## config.mk

```make
export PLATFORM = sky130hd
export DESIGN_NAME = lock_motor_sequencer_flat
export DESIGN_NICKNAME = d
export VERILOG_FILES = /design/src/lms_pkg.sv /design/src/lms_if.sv /design/src/lms_apb_regs.sv /design/src/lock_motor_sequencer.sv /design/src/flat_wrapper.sv
export SDC_FILE = /design/constraint.sdc
export NUM_CORES = 1
export LEC_CHECK = 0
export BUFFER_PORTS_ARGS = -buffer_cell sky130_fd_sc_hd__clkbuf_2
export CAP_MARGIN = 10
export CORE_MARGIN = 2
export CORE_UTILIZATION = 60
export DETAILED_ROUTE_END_ITERATION = 6
export GPL_TIMING_DRIVEN = 1
export HOLD_SLACK_MARGIN = 0.12
export PLACE_DENSITY = 0.87
export SETUP_SLACK_MARGIN = 0.15
export SKIP_CTS_REPAIR_TIMING = 1
export SYNTH_ARGS = -nofsm -noshare
export SYNTH_HDL_FRONTEND = slang
export SYNTH_SLANG_ARGS = --single-unit
```

## constraint.sdc

```tcl
create_clock -name clk -period 8.2 [get_ports clk]
set_clock_uncertainty 0.05 [all_clocks]
set_input_delay 1.64 -clock clk [delete_from_list [all_inputs] [get_ports clk]]
set_output_delay 1.64 -clock clk [all_outputs]
set_load 0.005 [all_outputs]
```

## src/lms_pkg.sv

```systemverilog
// Shared types, codes and constants for the lock motor sequencer.
package lms_pkg;

	localparam int TIME_BITS = 16;
	localparam int CFG_W     = 16;
	localparam int CMP_W     = (TIME_BITS > CFG_W) ? TIME_BITS : CFG_W;
	localparam int PADDR_W   = 3;
	localparam int PDATA_W   = 32;

	localparam logic [TIME_BITS-1:0] TIME_MAX = {TIME_BITS{1'b1}};

	localparam logic [CFG_W-1:0] RELOCK_DELAY_RST   = CFG_W'(3000);
	localparam logic [CFG_W-1:0] MOTION_TIMEOUT_RST = CFG_W'(5000);

	typedef enum logic [1:0] {
		KIND_TICK   = 2'd0,
		KIND_UNLOCK = 2'd1,
		KIND_RELOCK = 2'd2,
		KIND_STOP   = 2'd3
	} kind_t;

	typedef enum logic [1:0] {
		MODE_IDLE      = 2'd0,
		MODE_UNLOCKING = 2'd1,
		MODE_WAIT      = 2'd2,
		MODE_RELOCKING = 2'd3
	} mode_t;

	typedef enum logic [2:0] {
		EV_NONE    = 3'd0,
		EV_STARTED = 3'd1,
		EV_BUSY    = 3'd2,
		EV_PRECOND = 3'd3,
		EV_LIMIT   = 3'd4,
		EV_TIMEOUT = 3'd5,
		EV_STOPPED = 3'd6
	} event_t;

	typedef enum logic {
		REG_RELOCK_DELAY   = 1'b0,
		REG_MOTION_TIMEOUT = 1'b1
	} reg_idx_t;

	typedef struct packed {
		logic [CFG_W-1:0] relock_delay;
		logic [CFG_W-1:0] motion_timeout;
	} cfg_t;

endpackage

```

## src/lms_if.sv

```systemverilog
// Request and result channel interfaces of the lock motor sequencer.
interface lms_cmd_if import lms_pkg::*; ();
	logic  valid;
	logic  ready;
	kind_t kind;
	logic  open_limit;
	logic  close_limit;
	logic  door_closed;

	modport source (output valid, kind, open_limit, close_limit, door_closed, input ready);
	modport sink (input valid, kind, open_limit, close_limit, door_closed, output ready);
endinterface

interface lms_res_if import lms_pkg::*; ();
	logic   valid;
	logic   ready;
	logic   open_drive;
	logic   reset_drive;
	mode_t  mode;
	event_t event_res;

	modport source (output valid, open_drive, reset_drive, mode, event_res, input ready);
	modport sink (input valid, open_drive, reset_drive, mode, event_res, output ready);
endinterface

```

## src/lms_apb_regs.sv

```systemverilog
// APB configuration registers: relock delay and motion timeout.
module lms_apb_regs import lms_pkg::*; (
	input  logic               clk,
	input  logic               arst_n,
	input  logic               psel,
	input  logic               penable,
	input  logic               pwrite,
	input  logic [PADDR_W-1:0] paddr,
	input  logic [PDATA_W-1:0] pwdata,
	output logic [PDATA_W-1:0] prdata,
	output logic               pready,
	output cfg_t               cfg
);

	cfg_t     cfg_q;
	reg_idx_t idx;
	logic     wr_en;

	// word aligned: byte lane bits are ignored
	assign idx    = reg_idx_t'(paddr[2]);
	assign wr_en  = psel && penable && pwrite;
	assign pready = 1'b1;
	assign cfg    = cfg_q;

	always_ff @(posedge clk or negedge arst_n) begin
		if (!arst_n) begin
			cfg_q.relock_delay   <= RELOCK_DELAY_RST;
			cfg_q.motion_timeout <= MOTION_TIMEOUT_RST;
		end else if (wr_en) begin
			unique case (idx)
				REG_RELOCK_DELAY:   cfg_q.relock_delay   <= pwdata[CFG_W-1:0];
				REG_MOTION_TIMEOUT: cfg_q.motion_timeout <= pwdata[CFG_W-1:0];
				default:            ;
			endcase
		end
	end

	always_comb begin
		unique case (idx)
			REG_RELOCK_DELAY:   prdata = PDATA_W'(cfg_q.relock_delay);
			REG_MOTION_TIMEOUT: prdata = PDATA_W'(cfg_q.motion_timeout);
			default:            prdata = '0;
		endcase
	end

endmodule

```

## src/lock_motor_sequencer.sv

```systemverilog
// Lock motor sequencer: the result register loads on each accepted request.
// One request per cycle unless a result stalls; the mode and tick counter update
// in a single combinational pass between the state registers and the result register.
// The result register frees itself when taken, so a stalled result only holds
// off new requests while the sink keeps ready low.
// Asynchronous reset: mode idle, drives low, counter zero, registers to defaults.
module lock_motor_sequencer import lms_pkg::*; (
	input  logic               clk,
	input  logic               arst_n,
	lms_cmd_if.sink            cmd,
	lms_res_if.source          res,
	input  logic               psel,
	input  logic               penable,
	input  logic               pwrite,
	input  logic [PADDR_W-1:0] paddr,
	input  logic [PDATA_W-1:0] pwdata,
	output logic [PDATA_W-1:0] prdata,
	output logic               pready
);

	cfg_t cfg;

	lms_apb_regs u_regs (
		.clk     (clk),
		.arst_n  (arst_n),
		.psel    (psel),
		.penable (penable),
		.pwrite  (pwrite),
		.paddr   (paddr),
		.pwdata  (pwdata),
		.prdata  (prdata),
		.pready  (pready),
		.cfg     (cfg)
	);

	mode_t                mode_q, mode_n;
	logic [TIME_BITS-1:0] elapsed_q, elapsed_n, elapsed_inc;
	logic                 open_drive_q, open_drive_n;
	logic                 reset_drive_q, reset_drive_n;
	event_t               ev_n;

	logic   res_valid_q;
	logic   res_open_q, res_reset_q;
	mode_t  res_mode_q;
	event_t res_event_q;

	logic accept;
	logic at_limit;
	logic timed_out;
	logic wait_done;

	assign cmd.ready = !res_valid_q || res.ready;
	assign accept    = cmd.valid && cmd.ready;

	// saturate the tick count
	assign elapsed_inc = (elapsed_q != TIME_MAX) ? elapsed_q + 1'b1 : elapsed_q;
	assign at_limit    = (mode_q == MODE_UNLOCKING) ? cmd.open_limit : cmd.close_limit;
	assign timed_out   = CMP_W'(elapsed_inc) > CMP_W'(cfg.motion_timeout);
	assign wait_done   = (CMP_W'(elapsed_inc) >= CMP_W'(cfg.relock_delay)) || cmd.door_closed;

	always_comb begin
		mode_n        = mode_q;
		elapsed_n     = elapsed_q;
		open_drive_n  = open_drive_q;
		reset_drive_n = reset_drive_q;
		ev_n          = EV_NONE;
		unique case (cmd.kind)
			KIND_TICK: begin
				unique case (mode_q)
					MODE_UNLOCKING, MODE_RELOCKING: begin
						// limit wins over timeout
						if (at_limit || timed_out) begin
							mode_n        = MODE_IDLE;
							elapsed_n     = '0;
							open_drive_n  = 1'b0;
							reset_drive_n = 1'b0;
							ev_n          = at_limit ? EV_LIMIT : EV_TIMEOUT;
						end else begin
							elapsed_n = elapsed_inc;
						end
					end
					MODE_WAIT: begin
						if (wait_done) begin
							mode_n        = MODE_RELOCKING;
							elapsed_n     = '0;
							open_drive_n  = 1'b0;
							reset_drive_n = 1'b1;
							ev_n          = EV_STARTED;
						end else begin
							elapsed_n = elapsed_inc;
						end
					end
					default: ;
				endcase
			end
			KIND_UNLOCK: begin
				if (mode_q != MODE_IDLE) begin
					ev_n = EV_BUSY;
				end else if (!cmd.close_limit) begin
					ev_n = EV_PRECOND;
				end else begin
					mode_n        = MODE_UNLOCKING;
					elapsed_n     = '0;
					open_drive_n  = 1'b1;
					reset_drive_n = 1'b0;
					ev_n          = EV_STARTED;
				end
			end
			KIND_RELOCK: begin
				if (mode_q != MODE_IDLE) begin
					ev_n = EV_BUSY;
				end else if (!cmd.open_limit) begin
					ev_n = EV_PRECOND;
				end else begin
					mode_n    = MODE_WAIT;
					elapsed_n = '0;
					ev_n      = EV_STARTED;
				end
			end
			default: begin
				mode_n        = MODE_IDLE;
				elapsed_n     = '0;
				open_drive_n  = 1'b0;
				reset_drive_n = 1'b0;
				ev_n          = EV_STOPPED;
			end
		endcase
	end

	always_ff @(posedge clk or negedge arst_n) begin
		if (!arst_n) begin
			mode_q        <= MODE_IDLE;
			elapsed_q     <= '0;
			open_drive_q  <= 1'b0;
			reset_drive_q <= 1'b0;
		end else if (accept) begin
			mode_q        <= mode_n;
			elapsed_q     <= elapsed_n;
			open_drive_q  <= open_drive_n;
			reset_drive_q <= reset_drive_n;
		end
	end

	always_ff @(posedge clk or negedge arst_n) begin
		if (!arst_n) begin
			res_valid_q <= 1'b0;
		end else if (accept) begin
			res_valid_q <= 1'b1;
		end else if (res.ready) begin
			res_valid_q <= 1'b0;
		end
	end

	always_ff @(posedge clk) begin
		if (accept) begin
			res_open_q  <= open_drive_n;
			res_reset_q <= reset_drive_n;
			res_mode_q  <= mode_n;
			res_event_q <= ev_n;
		end
	end

	assign res.valid       = res_valid_q;
	assign res.open_drive  = res_open_q;
	assign res.reset_drive = res_reset_q;
	assign res.mode        = res_mode_q;
	assign res.event_res   = res_event_q;

	a_drives_exclusive: assert property (@(posedge clk) disable iff (!arst_n)
		!(open_drive_q && reset_drive_q))
		else $error("both motor drives high");

	a_drive_matches_mode: assert property (@(posedge clk) disable iff (!arst_n)
		(open_drive_q == (mode_q == MODE_UNLOCKING)) &&
		(reset_drive_q == (mode_q == MODE_RELOCKING)))
		else $error("drive levels disagree with mode");

	a_idle_count_clear: assert property (@(posedge clk) disable iff (!arst_n)
		(mode_q == MODE_IDLE) |-> (elapsed_q == '0))
		else $error("tick count not cleared while idle");

	a_stop_halts: assert property (@(posedge clk) disable iff (!arst_n)
		(accept && cmd.kind == KIND_STOP) |=>
		(mode_q == MODE_IDLE && res.event_res == EV_STOPPED && res.valid))
		else $error("stop request did not halt the motor");

endmodule

```

## src/flat_wrapper.sv

```systemverilog
// flat-port wrapper written by rule: the top's interface ports become plain ports
module lock_motor_sequencer_flat import lms_pkg::*;
  (clk, arst_n, psel, penable, pwrite, paddr, pwdata, prdata, pready, cmd_valid, cmd_kind, cmd_open_limit, cmd_close_limit, cmd_door_closed, cmd_ready, res_valid, res_open_drive, res_reset_drive, res_mode, res_event_res, res_ready);
  lms_cmd_if cmd_i ();
  lms_res_if res_i ();
  input  logic clk;
  input  logic arst_n;
  input  logic psel;
  input  logic penable;
  input  logic pwrite;
  input  logic [PADDR_W-1:0] paddr;
  input  logic [PDATA_W-1:0] pwdata;
  output logic [PDATA_W-1:0] prdata;
  output logic pready;
  input wire logic [$bits(cmd_i.valid)-1:0] cmd_valid;
  input wire logic [$bits(cmd_i.kind)-1:0] cmd_kind;
  input wire logic [$bits(cmd_i.open_limit)-1:0] cmd_open_limit;
  input wire logic [$bits(cmd_i.close_limit)-1:0] cmd_close_limit;
  input wire logic [$bits(cmd_i.door_closed)-1:0] cmd_door_closed;
  output wire logic [$bits(cmd_i.ready)-1:0] cmd_ready;
  output wire logic [$bits(res_i.valid)-1:0] res_valid;
  output wire logic [$bits(res_i.open_drive)-1:0] res_open_drive;
  output wire logic [$bits(res_i.reset_drive)-1:0] res_reset_drive;
  output wire logic [$bits(res_i.mode)-1:0] res_mode;
  output wire logic [$bits(res_i.event_res)-1:0] res_event_res;
  input wire logic [$bits(res_i.ready)-1:0] res_ready;
  assign cmd_i.valid = cmd_valid;
  assign cmd_i.kind = cmd_kind;
  assign cmd_i.open_limit = cmd_open_limit;
  assign cmd_i.close_limit = cmd_close_limit;
  assign cmd_i.door_closed = cmd_door_closed;
  assign cmd_ready = cmd_i.ready;
  assign res_valid = res_i.valid;
  assign res_open_drive = res_i.open_drive;
  assign res_reset_drive = res_i.reset_drive;
  assign res_mode = res_i.mode;
  assign res_event_res = res_i.event_res;
  assign res_i.ready = res_ready;
  lock_motor_sequencer u_core (.clk(clk), .arst_n(arst_n), .cmd(cmd_i), .res(res_i), .psel(psel), .penable(penable), .pwrite(pwrite), .paddr(paddr), .pwdata(pwdata), .prdata(prdata), .pready(pready));
endmodule
```

=== Word-level counts from Yosys, hierarchy flattened ===
Cells that the tools add are included.

* Register bits after elaboration: 60
* Input port bits: 47
* Output and inout bits: 42
* Logic and storage cells: 82

* Add/subtract/negate cells: 1
* Magnitude comparators: 2
* Eq/ne operators: 11
* Mux-type cells: 42
* Bitwise operators: 1
* Reductions and logical operators: 14

{| class="wikitable"
|+ Operators with widths
! operator !! count
|-
| $mux W16 || 7
|-
| $pmux W32 S2 || 1
|-
| $pmux W16 S3 || 1
|-
| $pmux W16 S2 || 1
|-
| $add A16 B1 Y16 const B || 1
|-
| $ge A16 B16 Y1 || 1
|-
| $gt A16 B16 Y1 || 1
|-
| $mux W2 || 8
|-
| $ne A16 B16 Y1 const B || 1
|-
| $mux W1 || 13
|-
| $mux W3 || 3
|-
| $pmux W3 S3 || 1
|-
| $ne A2 B2 Y1 const B || 4
|-
| $eq A2 B2 Y1 const B || 3
|-
| $pmux W1 S3 || 2
|-
| $pmux W2 S3 || 1
|-
| $pmux W3 S2 || 1
|-
| $reduce_and A6 Y1 || 1
|-
| $eq A2 B1 Y1 const B || 2
|-
| $pmux W1 S2 || 2
|-
| $pmux W2 S2 || 1
|-
| $reduce_and A2 Y1 || 2
|-
| $reduce_bool A2 Y1 || 2
|-
| $logic_and A1 B1 Y1 || 3
|-
| other kinds (6) || 8
|}

=== Logic depth before layout (Yosys ltp) ===
Gate-level depths: netlist (run 1).

* Word-level depth: 7
* Depth in mapped cells: 17
* Mapped depth without buffers: 16

=== Hierarchy ===
A second synthesis (run 1) with hierarchy kept.

* Cells, all modules: 406
* Area total of the unflattened synthesis: 4197.8 um2

{| class="wikitable"
|+ Modules (own cells, without submodules)
! module !! times used !! cells each !! area each (um2) !! sequential area each (um2)
|-
| lock_motor_sequencer || 1 || 301 || 2585.0 || 735.7
|-
| lms_apb_regs || 1 || 105 || 1612.8 || 815.8
|}

=== Least setup slack after synthesis (run 1) ===
No wires, ideal clock.

* Kind: in2out
* Start point: in paddr[2]
* End point: out prdata[15]
* Data arrival time: 2243 ps
* Data required time: 6510 ps
* Setup slack: 4267 ps
* Stages: 4
* Path buffers: 2
* Path through: clkbuf_1 clkbuf_1 nand2_1 o21ai_0

* Cells in the longest elaborated chain, start to end: 2

{| class="wikitable"
|+ RTL lines
! what !! line !! source
|-
| start: declaration || flat_wrapper.sv:11 || <nowiki>input logic [PADDR_W-1:0] paddr;</nowiki>
|-
| $not A1 Y1 (no line) || - ||
|-
| $pmux W32 S2 * || lms_apb_regs.sv:39 || <nowiki>unique case (idx)</nowiki>
|-
| end: declaration || flat_wrapper.sv:13 || <nowiki>output logic [PDATA_W-1:0] prdata;</nowiki>
|}

Mark *: on every way between the ends. The rest lies on a longest branch, timed or not. The select of a mux whose other input is x is not followed.

=== Final worst setup path (run 1) ===
* Start point: reg u_core.elapsed_q[0]
* End point: reg u_core.elapsed_q[11]

* Cells in the longest elaborated chain, start to end: 7
* Elaborated cells on any way between the ends: 11
* Those cells by class: add/sub (1); order compare (2); eq/ne (1); mux (5); reduce/logical (2)

{| class="wikitable"
|+ RTL lines
! what !! line !! source
|-
| start: declaration || lock_motor_sequencer.sv:37 || <nowiki>logic [TIME_BITS-1:0] elapsed_q, elapsed_n, elapsed_inc;</nowiki>
|-
| start signal: assignment || lock_motor_sequencer.sv:138 || <nowiki>elapsed_q <= elapsed_n;</nowiki>
|-
| $add A16 B1 Y16 or $ne A16 B16 Y1 (tied branches) || lock_motor_sequencer.sv:56 || <nowiki>assign elapsed_inc = (elapsed_q != TIME_MAX) ? elapsed_q + 1'b1 : elapsed_q;</nowiki>
|-
| $mux W16 * || lock_motor_sequencer.sv:56 ||
|-
| $ge A16 B16 Y1 or $gt A16 B16 Y1 (tied branches) || lock_motor_sequencer.sv:59, lock_motor_sequencer.sv:58 ||
|-
| $logic_or A1 B1 Y1 (on tied branches) || lock_motor_sequencer.sv:59, lock_motor_sequencer.sv:72 ||
|-
| $mux W16 (on tied branches) || lock_motor_sequencer.sv:83, lock_motor_sequencer.sv:72 ||
|-
| $pmux W16 S2 * || lock_motor_sequencer.sv:69 || <nowiki>unique case (mode_q)</nowiki>
|-
| $pmux W16 S3 * || lock_motor_sequencer.sv:67 || <nowiki>unique case (cmd.kind)</nowiki>
|}

Mark *: on every way between the ends. The rest lies on a longest branch, timed or not.
A chain may end at the register's enable or synchronous reset.

==> results of run 1 <==
layout by cell type, fill, tap and decap left out, drive strengths merged, types with 3 or more instances in the layout:
cell type and n:
dfrtp 41, clkbuf 64, nand4 11, o31ai 6, a211o 3, o21ai 23
nand3b 3, xnor2 6, or3 6, nand2 47, a21o 8, nand2b 7
conb 17, nor3 7, o21bai 3, ha 35, a221o 4, edfxtp 7
nor3b 4, o211ai 3, xor2 6, or2 4, nor4 5, a21oi 19
nand3 10, dfstp 12, mux2 34, nor2 28, a211oi 5, inv 35
final timing paths:
kind | end | startpoint
max | u_core.elapsed_q[11] | u_core.elapsed_q[0]
min | u_core.u_regs.cfg[28] | u_core.u_regs.cfg[28]
max reg2reg | u_core.elapsed_q[11] | u_core.elapsed_q[0]
min reg2reg | u_core.u_regs.cfg[28] | u_core.u_regs.cfg[28]
max in group asynchronous | u_core.elapsed_q[3] | arst_n
min in group asynchronous | u_core.open_drive_q | arst_n
metrics by stage:
step | hold WS, ns | std cells
finish | 0.458 | 591
global route | 0.468 | 591
CTS | 0.457 | 591
detailed placement | 0.443 | 575
global placement | 0.433 | 575
floorplan | 0.418 | 460
area by class of cell:
type / count / area [um2] / share of cell area
Clock inverter: 5 / 56.3 / 0.0120
Inverter: 34 / 128 / 0.0272
Timing Repair Buffer: 54 / 273 / 0.0581
Multi-Input combinational cell: 331 / 2400 / 0.512
Tap cell: 96 / 120 / 0.0256
Clock buffer: 11 / 163 / 0.0347
Sequential cell: 60 / 1550 / 0.331
cells by family after synthesis:
kind of cell / Yosys count / share of synthesized area
AO/OA/AOI/OAI: 90 / 0.152
adder cells (fa/ha/maj): 35 / 0.103
AND/OR/NAND/NOR: 141 / 0.174
other: 2 / 0.00177
flip-flops: 60 / 0.366
buffers and inverters: 69 / 0.0801
multiplexers: 35 / 0.0928
XOR/XNOR: 13 / 0.0301
metal layers:
layer / vias to the layer above / wire length [um]
met2: 142 / 4680
met1: 1662 / 3980
met3: 32 / 543
met5: - / 0
li1: 1641 / -
met4: 0 / 290
power groups by stage:
stage	sequential (W)	clock (W)	combinational (W)
finish	0.000396	0.000293	0.000244
global route	0.000402	0.000309	0.000270
CTS	0.000395	0.000294	0.000243
detailed placement	0.000401	0	0.000240
global placement	0.000397	0	0.000229
floorplan	0.000386	0	0.000182
worst max-delay path: cells and delay by family (launching register included):
kind | cells | cell delay [ns]
AO/OA/AOI/OAI | 4 | 1.04
XOR/XNOR | 1 | 0.21
adder cells (fa/ha/maj) | 2 | 0.65
flip-flops | 1 | 0.51
AND/OR/NAND/NOR | 9 | 2.33
sequential cells by signal, indices dropped and copies added (netlist names):
| name | count |
|---|---|
| u_core.u_regs.cfg | 32 |
| u_core.elapsed_q | 16 |
| u_core.res.event_res | 3 |
| u_core.mode_q | 2 |
| u_core.res.mode | 2 |
| u_core.open_drive_q | 1 |
| u_core.res.open_drive | 1 |
| u_core.res.reset_drive | 1 |
| u_core.res.valid | 1 |
| u_core.reset_drive_q | 1 |
==> run_results.csv, run 1 <==
group,metric,value,unit
status,status,"completed",
critical_path,crit_path_end_kind,"register",
sta,fin_tns_setup,0,ns
pwr,clkPwrFrac,0.315,
pwr,power_frac_seq,0.424,
cells_and_area,final_area,0.00469,mm2
clock_network,clock_latency,0.35,ns
floorplan,die_h,88.0,um
critical_path,r2r_slack,3.28,ns
critical_path,r2r_cells,16,
cells_and_area,utilization,0.691,
pwr,ir_drop,0.189,mV
clock_network,clkSlewWorstSetupHoldPaths,0.07,ns
sta,hold_violations,0,
clock_network,clockBufferDepth,2,
logic_synthesis,yosys-top-cells-count,"nand2_1, dfrtp_1, ha_1",
cells_and_area,nets,572,
pwr,p_int,0.000637,W
floorplan,die_w,88.0,um
clock_network,h-tree-depth,3,
grt,grt_overflow,0,
grt,antenna_found_initial,0,
clock_network,clock-sinks,60,
job,maxCapViolations,0,
place,io_buffers,53,
cells_and_area,syn_to_final_growth,10.8,%
clock_network,cts_tree,"yes",
sta,fmax,203,MHz
critical_path,crit_chain,"ha_1 > nand3_1 > or2_4 > o2111ai_2 > nor2_1 > nand4_1 > xnor2_1 > ha_1 > nand4_1 > nor4_1 > o21ai_0 > a211oi_2 > nor3_1 > nor2_1 > nor2_4 > a221o_1",
sta,rsz0062_at_grt,"false",
sta,relSlewSlack,0.372,
critical_path,critPathLaunchType,"register",
logic_synthesis,ys_async_sr_fraction,0.883,
critical_path,critPathSlowestCell,"nor4_1",
logic_synthesis,synth.most_common_cell,"nand2_1",
sta,setup_ws,3.28,ns
logic_synthesis,synthFlopType,"dfrtp_1",
routing,drtAntennaViolNets,0,
place,pre_cts_ws,3.42,ns
critical_path,crit_path_max_fanout,9,
critical_path,cpPeakStageDelay,0.53,ns
cells_and_area,diodes,0,
logic_synthesis,ys_seq_area_frac,0.366,
critical_path,cp.arrival,5.09,ns
grt,grt_pass1_vias,3421,
pwr,power_leakage,2.29,nW
pwr,swShare,0.317,
routing,drt-wirelength-per-cell,16.1,um
clock_network,clockRootBuffer,"clkbuf_8",
logic_synthesis,yosys.area.top_type_share,0.242,
logic_synthesis,ys.warnings.count,0,
pwr,powerDensity,199,mW/mm2
pwr,power_switching,0.000296,W
hold_path,worstHoldPathType,"reg -> reg",
grt,grt_max_degree,54,
routing,drtPass1Iterations,5,
critical_path,path_class,"reg -> reg",
logic_synthesis,syn_area_per_cell,9.52,um2
floorplan,io_pins,89,
cells_and_area,nFillCells,491,
pwr,p_total,0.000933,W
hold_path,holdPathStages,1,
sta,slew_viol_final,0,
logic_synthesis,synth_area_leader_cell,"dfrtp_1",
floorplan,core-area,0.00679,mm2
critical_path,required,8.37,ns
routing,drt_wl_total,9500,um
routing,vias,3477,
routing,avgViaCountPerCell,5.88,
sta,setup_viol,0,
clock_network,cts_made_buffers,9,
sta,worst_pin_slew,0.942,ns
floorplan,rows,30,
floorplan,initial_core_util,0.623,
place,placed_area,0.00447,mm2
pwr,p_comb_frac,0.261,
logic_synthesis,synth-edff-count,7,
grt,grt_pass1_wl,15500,um
grt,grt_use_met2,0.427,
grt,grtUsageMet3,0.0735,
place,gp_congestion,0.895,
routing,drc,0,
logic_synthesis,synth_cell_types,63,
logic_synthesis,ys_seq_elements,60,
sta,period_share,0.601,
grt,globalRouteMet1Util,0.315,
routing,drtIter0Drc,209,
sta,min_period,4.92,ns
logic_synthesis,netlist_instances,445,
cells_and_area,drive_gt1_frac,0.269,
logic_synthesis,syn_area,0.00424,mm2
grt,top_usage_layer,"met2",
grt,grt_usage,0.258,
place,dp_hpwl,7060,um
floorplan,dieArea,0.00775,mm2
logic_synthesis,synthTopCellsByArea,"dfrtp_1, ha_1, mux2_2",
(Power assumes the default switching activity.)
==> run 2, diff against run 1 <==
--- a/config.mk
+++ b/config.mk
@@ -8,11 +8,11 @@
 export BUFFER_PORTS_ARGS = -buffer_cell sky130_fd_sc_hd__clkbuf_2
 export CAP_MARGIN = 10
 export CORE_MARGIN = 2
-export CORE_UTILIZATION = 60
+export CORE_UTILIZATION = 56
 export DETAILED_ROUTE_END_ITERATION = 6
 export GPL_TIMING_DRIVEN = 1
 export HOLD_SLACK_MARGIN = 0.12
-export PLACE_DENSITY = 0.87
+export PLACE_DENSITY = 0.82
 export SETUP_SLACK_MARGIN = 0.15
 export SKIP_CTS_REPAIR_TIMING = 1
 export SYNTH_ARGS = -nofsm -noshare
==> constraint.sdc (replaced) <==
create_clock -name clk -period 4.9 [get_ports clk]
set_clock_uncertainty 0.05 [all_clocks]
set_input_delay 0.98 -clock clk [delete_from_list [all_inputs] [get_ports clk]]
set_output_delay 0.98 -clock clk [all_outputs]
set_load 0.005 [all_outputs]
==> run 2 against run 1 <==
  * The flow now finishes with violations (design-rule violations)
  * Register-to-register slack got worse by 2.8 ns
  * Sequential share of layout area fell by 0.11 points
  * Clock power rose by 44%
  * Worst setup slack got worse by 2.8 ns
  * Sequential cell count did not move
  * Wire length rose by 0.26%
  * Combinational power rose by 69%
  * Non-clock buffer count rose by 4
  * Fmax rose by 12%
  * Cell count rose by 1.2%
  * Design area rose by 0.35%
  * Critical endpoint is now u_core.elapsed_q[5]
==> run_results.csv, run 2 (synthesis results as in run 1) <==
group,metric,value,unit
status,status,"finished, violations left",
status,violations,"design-rule violations",
grt,antenna_found_initial,0,
cells_and_area,syn_to_final_growth,11.2,%
sta,hold_violations,0,
critical_path,critPathLaunchType,"register",
place,gp_congestion,0.900,
sta,min_period,4.41,ns
cells_and_area,layout_commonest_cell,"clkbuf_2",
grt,grt_usage,0.239,
sta,worst_pin_slew,0.941,ns
clock_network,clockRootBuffer,"clkbuf_8",
place,io_buffers,53,
floorplan,io_pins,89,
routing,avgViaCountPerCell,5.80,
floorplan,die_h,91.0,um
critical_path,path_class,"reg -> reg",
grt,grt_pass1_wl,16100,um
critical_path,required,5.13,ns
place,placed_area,0.00451,mm2
critical_path,crit_family,"compound AO/OA/AOI/OAI gates",
critical_path,critPathBufInv,2,
cells_and_area,nFillCells,621,
grt,grt_overflow,0,
pwr,powerDensity,318,mW/mm2
routing,drt_wl_total,9520,um
cells_and_area,drive_gt1_frac,0.277,
critical_path,critPathSlowestCell,"dfrtp_1",
sta,period_share,0.899,
floorplan,rows,31,
clock_network,h-tree-depth,3,
sta,slew_viol_final,0,
cells_and_area,largest_reg_flops,32,
cells_and_area,final_cell_mix,"clkbuf_2, nand2_1, dfrtp_1, ha_1",
floorplan,initial_core_util,0.581,
pwr,ir_drop,0.242,mV
critical_path,cp.arrival,4.64,ns
floorplan,dieArea,0.00827,mm2
sta,fin_tns_setup,0,ns
routing,drtAntennaViolNets,0,
floorplan,core-area,0.00729,mm2
clock_network,clockBufferDepth,2,
sta,rsz0062_at_grt,"false",
place,pre_cts_ws,0.447,ns
pwr,p_total,0.00150,W
grt,grt_pass1_vias,3504,
hold_path,worstHoldPathType,"reg -> reg",
grt,grt_max_degree,54,
place,dp_hpwl,6800,um
cells_and_area,nets,576,
floorplan,die_w,91.0,um
job,maxCapViolations,0,
cells_and_area,final_area,0.00471,mm2
critical_path,crit_path_end_kind,"register",
cells_and_area,utilization,0.646,
clock_network,clkSlewWorstSetupHoldPaths,0.07,ns
sta,relSlewSlack,0.371,
sta,setup_viol,0,
clock_network,clock_latency,0.35,ns
routing,drc,4,
sta,setup_ws,0.493,ns
critical_path,cpPeakStageDelay,0.54,ns
cells_and_area,diodes,0,
routing,vias,3466,
clock_network,cts_made_buffers,9,
critical_path,crit_path_max_fanout,9,
clock_network,cts_tree,"yes",
clock_network,clock-sinks,60,
routing,drt-wirelength-per-cell,15.9,um
critical_path,crit_chain,"ha_1 > nand3_1 > or2_4 > o2111ai_2 > buf_4 > nor2_1 > xor2_1 > ha_1 > a211oi_1 > nor2_1 > o41ai_1 > o211ai_1 > nor3_1 > o21ai_2 > buf_4 > nor3b_1 > a221o_1",
sta,fmax,227,MHz
routing,drtIter0Drc,237,
pwr,power_leakage,2.30,nW
routing,drtPass1Iterations,7,
==> run 2: layer usage <==
layer / share of wire / track usage / up-vias
li1: - / - / 1649
met1: 0.43 / 0.297 / 1685
met2: 0.50 / 0.414 / 113
met3: 0.050 / 0.0373 / 19
met4: 0.020 / 0.101 / 0
met5: 0 / 0 / -
==> run 2: stage by stage <==
| step | std cells | hold WS [ns] |
|---|---|---|
| detailed placement | 582 | 0.444 |
| CTS | 598 | 0.458 |
| global placement | 582 | 0.437 |
| floorplan | 460 | 0.418 |
| global route | 598 | 0.478 |
| finish | 598 | 0.460 |
==> run 2: layout make-up <==
type | count | area (um2) | area share
clock buffers | 14 | 173 | 0.0367
repair buffers | 58 | 303 | 0.0643
well taps | 99 | 124 | 0.0263
multi-input cells | 331 | 2420 | 0.514
inverters | 34 | 128 | 0.0271
flip-flops and latches | 60 | 1550 | 0.330
clock inverters | 2 | 10.0 | 0.00213
==> run 2: worst register-to-register path, stage by stage (launching register included) <==
cell and delay, ns:
dfrtp_1 0.54, ha_1 0.27, nand3_1 0.11, or2_4 0.29, o2111ai_2 0.24, buf_4 0.18, nor2_1 0.06, xor2_1 0.23
ha_1 0.31, a211oi_1 0.28, nor2_1 0.12, o41ai_1 0.30, o211ai_1 0.20, nor3_1 0.51, o21ai_2 0.14, buf_4 0.20
nor3b_1 0.18, a221o_1 0.13
==> run 2: worst paths after layout <==
path / slack (ns) / start / cells after the start / endpoint
max in group asynchronous: 3.60 / arst_n / 2 / u_core.u_regs.cfg[15]
hold / removal: 0.46 / u_core.u_regs.cfg[28] / 1 / u_core.u_regs.cfg[28]
setup / recovery: 0.49 / u_core.elapsed_q[0] / 17 / u_core.elapsed_q[5]
hold reg to reg: 0.46 / u_core.u_regs.cfg[28] / 1 / u_core.u_regs.cfg[28]
min in group asynchronous: 0.70 / arst_n / 2 / u_core.open_drive_q
setup reg to reg: 0.49 / u_core.elapsed_q[0] / 17 / u_core.elapsed_q[5]
==> run 2: report_power, final <==
part	switching (W)	internal, W
clock	0.000199	0.000224
sequential	0.0000609	0.000602
combinational	0.000221	0.000192
